File: src/sv/mbt_pkg.sv
// Shared constants, types and sequencer states of the Mandelbrot escape-time block.
package mbt_pkg;

  localparam int DIM_BITS   = 12;
  localparam int FRAC_BITS  = 28;
  localparam int WORD_W     = FRAC_BITS + 4;
  localparam int SIZE_W     = DIM_BITS + 1;
  localparam int ITER_W     = 16;
  localparam int PROD_W     = 2 * WORD_W;
  localparam int SQ_W       = PROD_W - FRAC_BITS;
  localparam int DIV_STEPS  = SIZE_W + FRAC_BITS;
  localparam int STEP_W     = $clog2(DIV_STEPS);
  localparam int CFG_IDX_W  = 2;
  localparam int CFG_DATA_W = 16;

  typedef logic [WORD_W-1:0] word_t;
  typedef logic signed [WORD_W-1:0] fx_t;
  typedef logic signed [PROD_W-1:0] prod_t;

  localparam word_t FX_ONE    = word_t'(1) << FRAC_BITS;
  localparam word_t RE_OFFSET = FX_ONE + (FX_ONE >> 1);
  localparam word_t IM_OFFSET = FX_ONE;
  localparam logic [SQ_W:0] ESC_LIMIT = (SQ_W + 1)'(1) << (FRAC_BITS + 2);

  localparam logic [SIZE_W-1:0] WIDTH_RST    = SIZE_W'(640);
  localparam logic [SIZE_W-1:0] HEIGHT_RST   = SIZE_W'(480);
  localparam logic [ITER_W-1:0] MAX_ITER_RST = ITER_W'(256);

  typedef enum logic [CFG_IDX_W-1:0] {
    CFG_WIDTH    = 2'd0,
    CFG_HEIGHT   = 2'd1,
    CFG_MAX_ITER = 2'd2
  } cfg_idx_t;

  typedef enum logic [2:0] {
    ST_IDLE,
    ST_DIV_RE,
    ST_DIV_IM,
    ST_MUL_XX,
    ST_MUL_YY,
    ST_TEST,
    ST_UPDATE,
    ST_DONE
  } state_t;

endpackage

File: src/sv/mbt_ifs.sv
// Request and result channel interfaces of the Mandelbrot escape-time block.
interface mbt_in_if;
  import mbt_pkg::*;
  logic                valid;
  logic                ready;
  logic [DIM_BITS-1:0] pixel_row;
  logic [DIM_BITS-1:0] pixel_column;

  modport source (output valid, output pixel_row, output pixel_column, input ready);
  modport sink (input valid, input pixel_row, input pixel_column, output ready);
endinterface

interface mbt_out_if;
  import mbt_pkg::*;
  logic              valid;
  logic              ready;
  logic              inside_res;
  logic [ITER_W-1:0] iteration_count;

  modport source (output valid, output inside_res, output iteration_count, input ready);
  modport sink (input valid, input inside_res, input iteration_count, output ready);
endinterface

File: src/sv/mandelbrot_escape_time.sv
// Mandelbrot escape-time pixel evaluator with a shared divider step and multiplier.
//
//   channel  | dir | handshake          | payload
//   in_px    | in  | valid / ready      | pixel_row[11:0], pixel_column[11:0]
//   out_res  | out | valid / ready      | inside_res, iteration_count[15:0]
//   cfg      | in  | cfg_wr_en          | cfg_index[1:0], cfg_wdata[15:0]
//
// Each pixel runs two 41-step restoring divisions that give c, then iterates through the
// multiplier states MUL_XX, MUL_YY and TEST and an UPDATE state, the last iteration
// without the update.
// Synchronous active-low reset clears the sequencer and loads the register defaults.
// A new request is taken as soon as the previous result sits in the output register;
// a stalled result holds the sequencer in its final state until the register frees.
module mandelbrot_escape_time (
  input  logic                           clk,
  input  logic                           rst_n,
  mbt_in_if.sink                         in_px,
  mbt_out_if.source                      out_res,
  input  logic                           cfg_wr_en,
  input  logic [mbt_pkg::CFG_IDX_W-1:0]  cfg_index,
  input  logic [mbt_pkg::CFG_DATA_W-1:0] cfg_wdata
);
  import mbt_pkg::*;

  state_t              state_r, state_nxt;
  logic [SIZE_W-1:0]   width_r, height_r;
  logic [ITER_W-1:0]   max_iter_r;

  logic [DIM_BITS-1:0] row_r;
  logic [SIZE_W-1:0]   num_r, rem_r, rem_nxt, div_size;
  logic [SIZE_W:0]     trial;
  logic                fits;
  logic [STEP_W-1:0]   step_r;
  word_t               quo_r, quo_nxt;
  logic                div_last;

  word_t               c_re_r, c_im_r;
  fx_t                 x_r, y_r, mul_a, mul_b;
  prod_t               prod_r;
  logic [SQ_W-1:0]     sx_r, sq_y;
  word_t               sy_r;
  logic [SQ_W:0]       esc_sum;
  logic                escape, limit_hit;
  logic [ITER_W-1:0]   n_r, iter_inc;

  logic                out_valid_r, inside_r, out_load;
  logic [ITER_W-1:0]   count_r;
  logic                in_acc;

  // Configuration registers.
  always_ff @(posedge clk) begin
    if (!rst_n) begin
      width_r    <= WIDTH_RST;
      height_r   <= HEIGHT_RST;
      max_iter_r <= MAX_ITER_RST;
    end else if (cfg_wr_en) begin
      case (cfg_idx_t'(cfg_index))
        CFG_WIDTH:    width_r    <= cfg_wdata[SIZE_W-1:0];
        CFG_HEIGHT:   height_r   <= cfg_wdata[SIZE_W-1:0];
        CFG_MAX_ITER: max_iter_r <= cfg_wdata[ITER_W-1:0];
        default: ;
      endcase
    end
  end

  // Divider step: a size of zero divides as one.
  always_comb begin
    div_size = (state_r == ST_DIV_IM) ? height_r : width_r;
    if (div_size == '0) begin
      div_size = SIZE_W'(1);
    end
    trial    = {rem_r, num_r[SIZE_W-1]};
    fits     = trial >= {1'b0, div_size};
    rem_nxt  = fits ? SIZE_W'(trial - {1'b0, div_size}) : trial[SIZE_W-1:0];
    quo_nxt  = {quo_r[WORD_W-2:0], fits};
    div_last = step_r == STEP_W'(DIV_STEPS - 1);
  end

  // Escape test and counter.
  always_comb begin
    sq_y      = prod_r[PROD_W-1:FRAC_BITS];
    esc_sum   = {1'b0, sx_r} + {1'b0, sq_y};
    escape    = esc_sum >= ESC_LIMIT;
    iter_inc  = n_r + ITER_W'(1);
    limit_hit = iter_inc >= max_iter_r;
  end

  // Next state.
  always_comb begin
    state_nxt = state_r;
    case (state_r)
      ST_IDLE:   if (in_px.valid) state_nxt = ST_DIV_RE;
      ST_DIV_RE: if (div_last) state_nxt = ST_DIV_IM;
      ST_DIV_IM: if (div_last) state_nxt = ST_MUL_XX;
      ST_MUL_XX: state_nxt = ST_MUL_YY;
      ST_MUL_YY: state_nxt = ST_TEST;
      ST_TEST:   state_nxt = (escape || limit_hit) ? ST_DONE : ST_UPDATE;
      ST_UPDATE: state_nxt = ST_MUL_XX;
      ST_DONE:   if (!out_valid_r || out_res.ready) state_nxt = ST_IDLE;
      default:   state_nxt = ST_IDLE;
    endcase
  end

  // Sequencer outputs.
  always_comb begin
    in_px.ready = 1'b0;
    out_load    = 1'b0;
    mul_a       = x_r;
    mul_b       = x_r;
    case (state_r)
      ST_IDLE: in_px.ready = 1'b1;
      ST_MUL_YY: begin
        mul_a = y_r;
        mul_b = y_r;
      end
      ST_TEST: mul_b = y_r;
      ST_DONE: out_load = !out_valid_r || out_res.ready;
      default: ;
    endcase
  end

  assign in_acc = in_px.valid && in_px.ready;

  always_ff @(posedge clk) begin
    if (!rst_n) begin
      state_r     <= ST_IDLE;
      out_valid_r <= 1'b0;
    end else begin
      state_r <= state_nxt;
      if (out_load) begin
        out_valid_r <= 1'b1;
      end else if (out_res.ready) begin
        out_valid_r <= 1'b0;
      end
    end
  end

  // Datapath.
  always_ff @(posedge clk) begin
    prod_r <= mul_a * mul_b;
    case (state_r)
      ST_IDLE: begin
        row_r  <= in_px.pixel_row;
        num_r  <= {in_px.pixel_column, 1'b0};
        rem_r  <= '0;
        quo_r  <= '0;
        step_r <= '0;
      end
      ST_DIV_RE, ST_DIV_IM: begin
        rem_r  <= rem_nxt;
        quo_r  <= quo_nxt;
        num_r  <= num_r << 1;
        step_r <= step_r + STEP_W'(1);
        if (div_last) begin
          rem_r  <= '0;
          step_r <= '0;
          num_r  <= {row_r, 1'b0};
          if (state_r == ST_DIV_RE) begin
            c_re_r <= quo_nxt - RE_OFFSET;
          end else begin
            c_im_r <= quo_nxt - IM_OFFSET;
            x_r    <= '0;
            y_r    <= '0;
            n_r    <= '0;
          end
        end
      end
      ST_MUL_YY: sx_r <= prod_r[PROD_W-1:FRAC_BITS];
      ST_TEST: begin
        sy_r <= sq_y[WORD_W-1:0];
        if (!escape) begin
          n_r <= iter_inc;
        end
      end
      ST_UPDATE: begin
        // The product now holds x*y; taking it one bit lower doubles it.
        x_r <= fx_t'(sx_r[WORD_W-1:0] - sy_r + c_re_r);
        y_r <= fx_t'(prod_r[WORD_W+FRAC_BITS-2:FRAC_BITS-1] + c_im_r);
      end
      ST_DONE: begin
        if (out_load) begin
          inside_r <= n_r == max_iter_r;
          count_r  <= n_r;
        end
      end
      default: ;
    endcase
  end

  assign out_res.valid           = out_valid_r;
  assign out_res.inside_res      = inside_r;
  assign out_res.iteration_count = count_r;

  // The counter never runs past the limit, or past one when the limit is zero.
  a_count_bound: assert property (@(posedge clk) disable iff (!rst_n)
    (state_r == ST_TEST || state_r == ST_DONE) |-> (n_r <= max_iter_r || n_r == ITER_W'(1)))
    else $error("iteration counter exceeded its limit");

  // An inside result always carries the limit as its count.
  a_inside_count: assert property (@(posedge clk) disable iff (!rst_n)
    (out_valid_r && inside_r) |-> (count_r == max_iter_r))
    else $error("inside flag without a full count");

  // A new request starts the real-part division from its first step.
  a_start_div: assert property (@(posedge clk) disable iff (!rst_n)
    in_acc |=> (state_r == ST_DIV_RE && step_r == '0))
    else $error("request did not start the divider");

  // Every further iteration is counted exactly once.
  a_count_step: assert property (@(posedge clk) disable iff (!rst_n)
    (state_r == ST_TEST && state_nxt == ST_UPDATE) |=> (n_r == $past(n_r) + ITER_W'(1)))
    else $error("iteration count did not advance");

endmodule
File: src/flat_wrapper.sv
// flat-port wrapper written by rule: the top's interface ports become plain ports
module mandelbrot_escape_time_flat import mbt_pkg::*;
  (clk, rst_n, cfg_wr_en, cfg_index, cfg_wdata, in_px_valid, in_px_pixel_row, in_px_pixel_column, in_px_ready, out_res_valid, out_res_inside_res, out_res_iteration_count, out_res_ready);
  mbt_in_if in_px_i ();
  mbt_out_if out_res_i ();
  input  logic clk;
  input  logic rst_n;
  input  logic cfg_wr_en;
  input  logic [mbt_pkg::CFG_IDX_W-1:0] cfg_index;
  input  logic [mbt_pkg::CFG_DATA_W-1:0] cfg_wdata;
  input wire logic [$bits(in_px_i.valid)-1:0] in_px_valid;
  input wire logic [$bits(in_px_i.pixel_row)-1:0] in_px_pixel_row;
  input wire logic [$bits(in_px_i.pixel_column)-1:0] in_px_pixel_column;
  output wire logic [$bits(in_px_i.ready)-1:0] in_px_ready;
  output wire logic [$bits(out_res_i.valid)-1:0] out_res_valid;
  output wire logic [$bits(out_res_i.inside_res)-1:0] out_res_inside_res;
  output wire logic [$bits(out_res_i.iteration_count)-1:0] out_res_iteration_count;
  input wire logic [$bits(out_res_i.ready)-1:0] out_res_ready;
  assign in_px_i.valid = in_px_valid;
  assign in_px_i.pixel_row = in_px_pixel_row;
  assign in_px_i.pixel_column = in_px_pixel_column;
  assign in_px_ready = in_px_i.ready;
  assign out_res_valid = out_res_i.valid;
  assign out_res_inside_res = out_res_i.inside_res;
  assign out_res_iteration_count = out_res_i.iteration_count;
  assign out_res_i.ready = out_res_ready;
  mandelbrot_escape_time u_core (.clk(clk), .rst_n(rst_n), .in_px(in_px_i), .out_res(out_res_i), .cfg_wr_en(cfg_wr_en), .cfg_index(cfg_index), .cfg_wdata(cfg_wdata));
endmodule
File: config.mk
export PLATFORM = sky130hd
export DESIGN_NAME = mandelbrot_escape_time_flat
export DESIGN_NICKNAME = d
export VERILOG_FILES = /design/src/sv/mbt_pkg.sv /design/src/sv/mbt_ifs.sv /design/src/sv/mandelbrot_escape_time.sv /design/src/flat_wrapper.sv
export SDC_FILE = /design/constraint.sdc
export NUM_CORES = 2
export LEC_CHECK = 0
export ABC_CLOCK_PERIOD_IN_PS = 9790
export BUFFER_PORTS_ARGS = -buffer_cell sky130_fd_sc_hd__clkbuf_2
export CAP_MARGIN = 20
export CORE_ASPECT_RATIO = 1.5
export CORE_MARGIN = 2
export CORE_UTILIZATION = 50
export DETAILED_ROUTE_END_ITERATION = 10
export GPL_TIMING_DRIVEN = 0
export PLACE_DENSITY = 0.78
export SLEW_MARGIN = 20
export SYNTH_ARGS = -nofsm -noshare
export SYNTH_HDL_FRONTEND = slang
export SYNTH_SLANG_ARGS = --single-unit
File: constraint.sdc
create_clock -name clk -period 9.79 [get_ports clk]
set_input_delay 1.4685 -clock clk [delete_from_list [all_inputs] [get_ports clk]]
set_output_delay 1.4685 -clock clk [all_outputs]
set_load 0.03 [all_outputs]
==> results.yml <==
cts:
  clock_latency_ns: 0.64
  cts_buffers: 30
  cts_num_sinks: 386
  hold_buffers: 0
  cts_htree_levels: 1
  clockBufferDepth: 3
  cts_tree: "done"
  clk_pin_slew_ns: 0.07
  root_buffer: "clkbuf_16"
outcome:
  outcome: "completed"
yosys:
  yosysSeqAreaShare_pct: 19.6
  yosys_warnings: 0
  syn_nets: 7096
  synth_ff_type: "edfxtp_1"
  async_flop_share_pct: 0
  synth_compound_area_share_pct: 5.99
  syn_area_sq_mm: 0.0549
  synthAdderAreaFrac_pct: 47.8
  synth-simple-area-share_pct: 12.6
  synth_top_family_by_area: "adder cells"
  synthCells: 5620
  synthXorXnorAreaFrac_pct: 2.52
  syn_avg_cell_area_sq_um: 9.77
  synthMuxAreaShare_pct: 2.21
  synth-edff-count: 303
  yosysUniqueCellTypes: 80
  synth-seq-cells: 386
global_route:
  antenna_found_initial: 18
  grt_pass1_vias: 46900
  grt_max_degree: 42
  overflow: 0
  grt_pass1_wl_mm: 337
  grt_use_total_pct: 44.0
layout:
  final_util_pct: 56.7
  area_delta_synth_final_pct: 12.2
  num-fill-cells: 9516
  final_cells: 7299
  nNetsFinal: 7310
  drive_above_1_share_pct: 10.6
place:
  dp_hpwl_mm: 195
  numPortBuffers: 64
  place_ws_ns: -2.59
  gp_congestion: 1.08
  place_inst: 7150
worst_setup_path:
  crit_fanout: 10
  end_kind: "register"
  crit_top_cell: "fa_2"
  critPathBufInv: 11
  required_ns: 10.27
  critPathArrivalTime_ns: 10.25
  worst_setup_path_start_kind: "register"
  critPathKind: "reg -> reg"
  path_delay_family: "adder cells"
  critPathSlowestCell: "fa_2"
  critPathMaxStageDelay_ns: 0.80
worst_hold_path:
  hold_class: "reg -> reg"
floorplan:
  ios: 66
  core_sq_mm: 0.109
  start_util_pct: 50.5
  dieHeight_um: 410
  die-area_sq_mm: 0.113
  die-width_um: 275
  num_rows: 148
routing:
  top_layer: "met5"
  drtIter0Drc: 3479
  num_vias: 43100
  post_drt_wl_per_cell_um: 32.9
  route.antenna.remaining_nets: 0
  viasPerCell: 5.90
  wl_mm: 240
  wl_met2_mm: 113
  dr.pass1.iters: 6
  drc: 0
  wl_met3_mm: 19.5
  wl_met1_mm: 72.6
sta:
  clock_skew_ns: 0.0579
  min_period_ns: 9.78
  max_freq_mhz: 102
  fin_crit_sh_pct: 99.9
  holdWs_ns: 0.445
  worst_slew_pin_slew_ns: 1.27
  setup_violations: 0
  finalMaxSlewViolations: 0
  fin_ws_ns: 0.0130
  hold_viol: 0
  slew_headroom_pct: 13.9
job:
  cap_violations: 0
power_and_ir_drop:
  leakage_nw: 29.5
  ir_worst_vdd_v: 0.000182
  power_density_mw_per_mm2: 56.5
-- Yosys cell counts, drive strengths merged, types with 5 or more instances --
| library cell | count | area (sq um) |
|---|---|---|
| o21a | 19 | 143 |
| a21oi | 138 | 694 |
| fa | 1115 | 22300 |
| a21boi | 39 | 293 |
| a2111oi | 5 | 43.8 |
| nand2b | 27 | 169 |
| inv | 1148 | 4310 |
| and3 | 23 | 144 |
| o211ai | 11 | 87.6 |
| o21ai | 73 | 365 |
| nor2b | 31 | 194 |
| mux2i | 84 | 841 |
| nor2 | 693 | 2600 |
| xnor2 | 101 | 885 |
| xor2 | 57 | 499 |
| mux2 | 33 | 375 |
| nand2 | 717 | 2690 |
| o31ai | 7 | 52.6 |
| a21o | 73 | 548 |
| clkbuf | 193 | 724 |
| dfxtp | 83 | 1660 |
| nor4 | 8 | 56.3 |
| o21bai | 18 | 135 |
| ha | 314 | 3930 |
| nand3 | 41 | 205 |
| nand4 | 36 | 225 |
| and2 | 45 | 282 |
| o22a | 8 | 70.1 |
| a31oi | 30 | 209 |
| nor3 | 27 | 135 |
| or2 | 7 | 43.8 |
| o22ai | 19 | 119 |
| edfxtp | 303 | 9100 |
| buf | 15 | 77.6 |
| a211oi | 20 | 160 |
-- timing repair --
item | CTS | global route
setup endpoints to repair | 37 | 21
setup buffers | 38 | 49
cloned | 0 | 4
pin swaps | 10 | 20
resized for setup | 359 | 236
-- sequential cells by signal, summed over array words and instances, names as in the netlist, 31 cells and up --
signal / cells
u_core.x_r: 32
u_core.sy_r: 32
u_core.prod_r: 37
u_core.c_im_r: 32
u_core.y_r: 32
u_core.sx_r: 36
u_core.c_re_r: 32
u_core.quo_r: 31
-- cells by family (layout without fill, tap and decap cells) --
kind of cell	count (synthesis)	after routing
compound gates	497	497
other cells	0	16
buf+inv	1357	1595
simple gates	1676	1676
fa+ha+maj	1429	1429
flops	386	386
xor+xnor	158	158
mux	117	117
-- metal layers --
metal | vias up | global-route usage [%]
met5 | - | 0
met4 | 10 | 48.7
met3 | 1106 | 10.8
met2 | 2319 | 71.4
met1 | 22000 | 43.5
li1 | 17700 | -
-- area by class of cell --
| class | instances | area, sq um | share of cell area, % |
|---|---|---|---|
| multi-input combinational | 3877 | 40300 | 65.5 |
| sequential | 386 | 10800 | 17.5 |
| antenna | 16 | 40.0 | 0.0650 |
| timing repair buffer | 196 | 1790 | 2.91 |
| inverter | 1149 | 4340 | 7.04 |
| buffer | 194 | 1560 | 2.53 |
| clock inverter | 20 | 221 | 0.359 |
| clock buffer | 36 | 783 | 1.27 |
| tap | 1425 | 1780 | 2.89 |
-- worst paths after layout --
kind | start | endpoint | slack, ns | depth (start not counted)
setup / recovery | u_core.state_r[0]$_SDFFE_PN0P_ | u_core.prod_r[58]$_DFF_P_ | 0.01 | 32
hold / removal | u_core.prod_r[63]$_DFF_P_ | u_core.sx_r[35]$_DFFE_PN_ | 0.44 | 0
setup reg to reg | u_core.state_r[0]$_SDFFE_PN0P_ | u_core.prod_r[58]$_DFF_P_ | 0.01 | 32
hold reg to reg | u_core.prod_r[63]$_DFF_P_ | u_core.sx_r[35]$_DFFE_PN_ | 0.44 | 0
-- where the power goes --
group | total [mW] | switching (mW) | internal (mW) | leakage (nW)
combinational | 0.374 | 0.202 | 0.173 | 25.8
sequential | 1.82 | 0.0249 | 1.80 | 3.26
clock | 1.28 | 0.620 | 0.662 | 0.492
total | 3.48 | 0.847 | 2.63 | 29.5
-- placed cells by master (no fill, tap or decap), drive strengths merged, types with 5 or more instances in the layout --
cell,Yosys,routed
and2,45,45
a31oi,30,30
o22a,8,8
nor2b,31,31
o31ai,7,7
a21boi,39,39
inv,1148,1147
dfxtp,83,83
a211oi,20,20
a21o,73,73
a21oi,138,138
nand4,36,36
nand2,717,717
edfxtp,303,303
clkinvlp,0,6
nor3,27,27
buf,15,202
o21ai,73,73
o21bai,18,18
diode,0,16
and3,23,23
clkbuf,193,224
ha,314,314
nand3,41,41
nor4,8,8
mux2,33,33
xor2,57,57
a2111oi,5,5
o211ai,11,11
clkinv,1,13
fa,1115,1115
nand2b,27,27
mux2i,84,84
or2,7,7
o22ai,19,19
o21a,19,19
xnor2,101,101
nor2,693,693
-- stage by stage --
stage	cell area, sq um	TNS (ns)	total power [mW]
2_1_floorplan	54900	0	2.14
3_3_place_gp	57000	-113.61	2.21
3_5_place_dp	58100	-62.55	2.23
4_1_cts	60500	0	3.49
5_1_grt	61600	-0.100	3.58
6_report	61600	0	3.48
No activity file was read; power rests on OpenSTA's default activity.
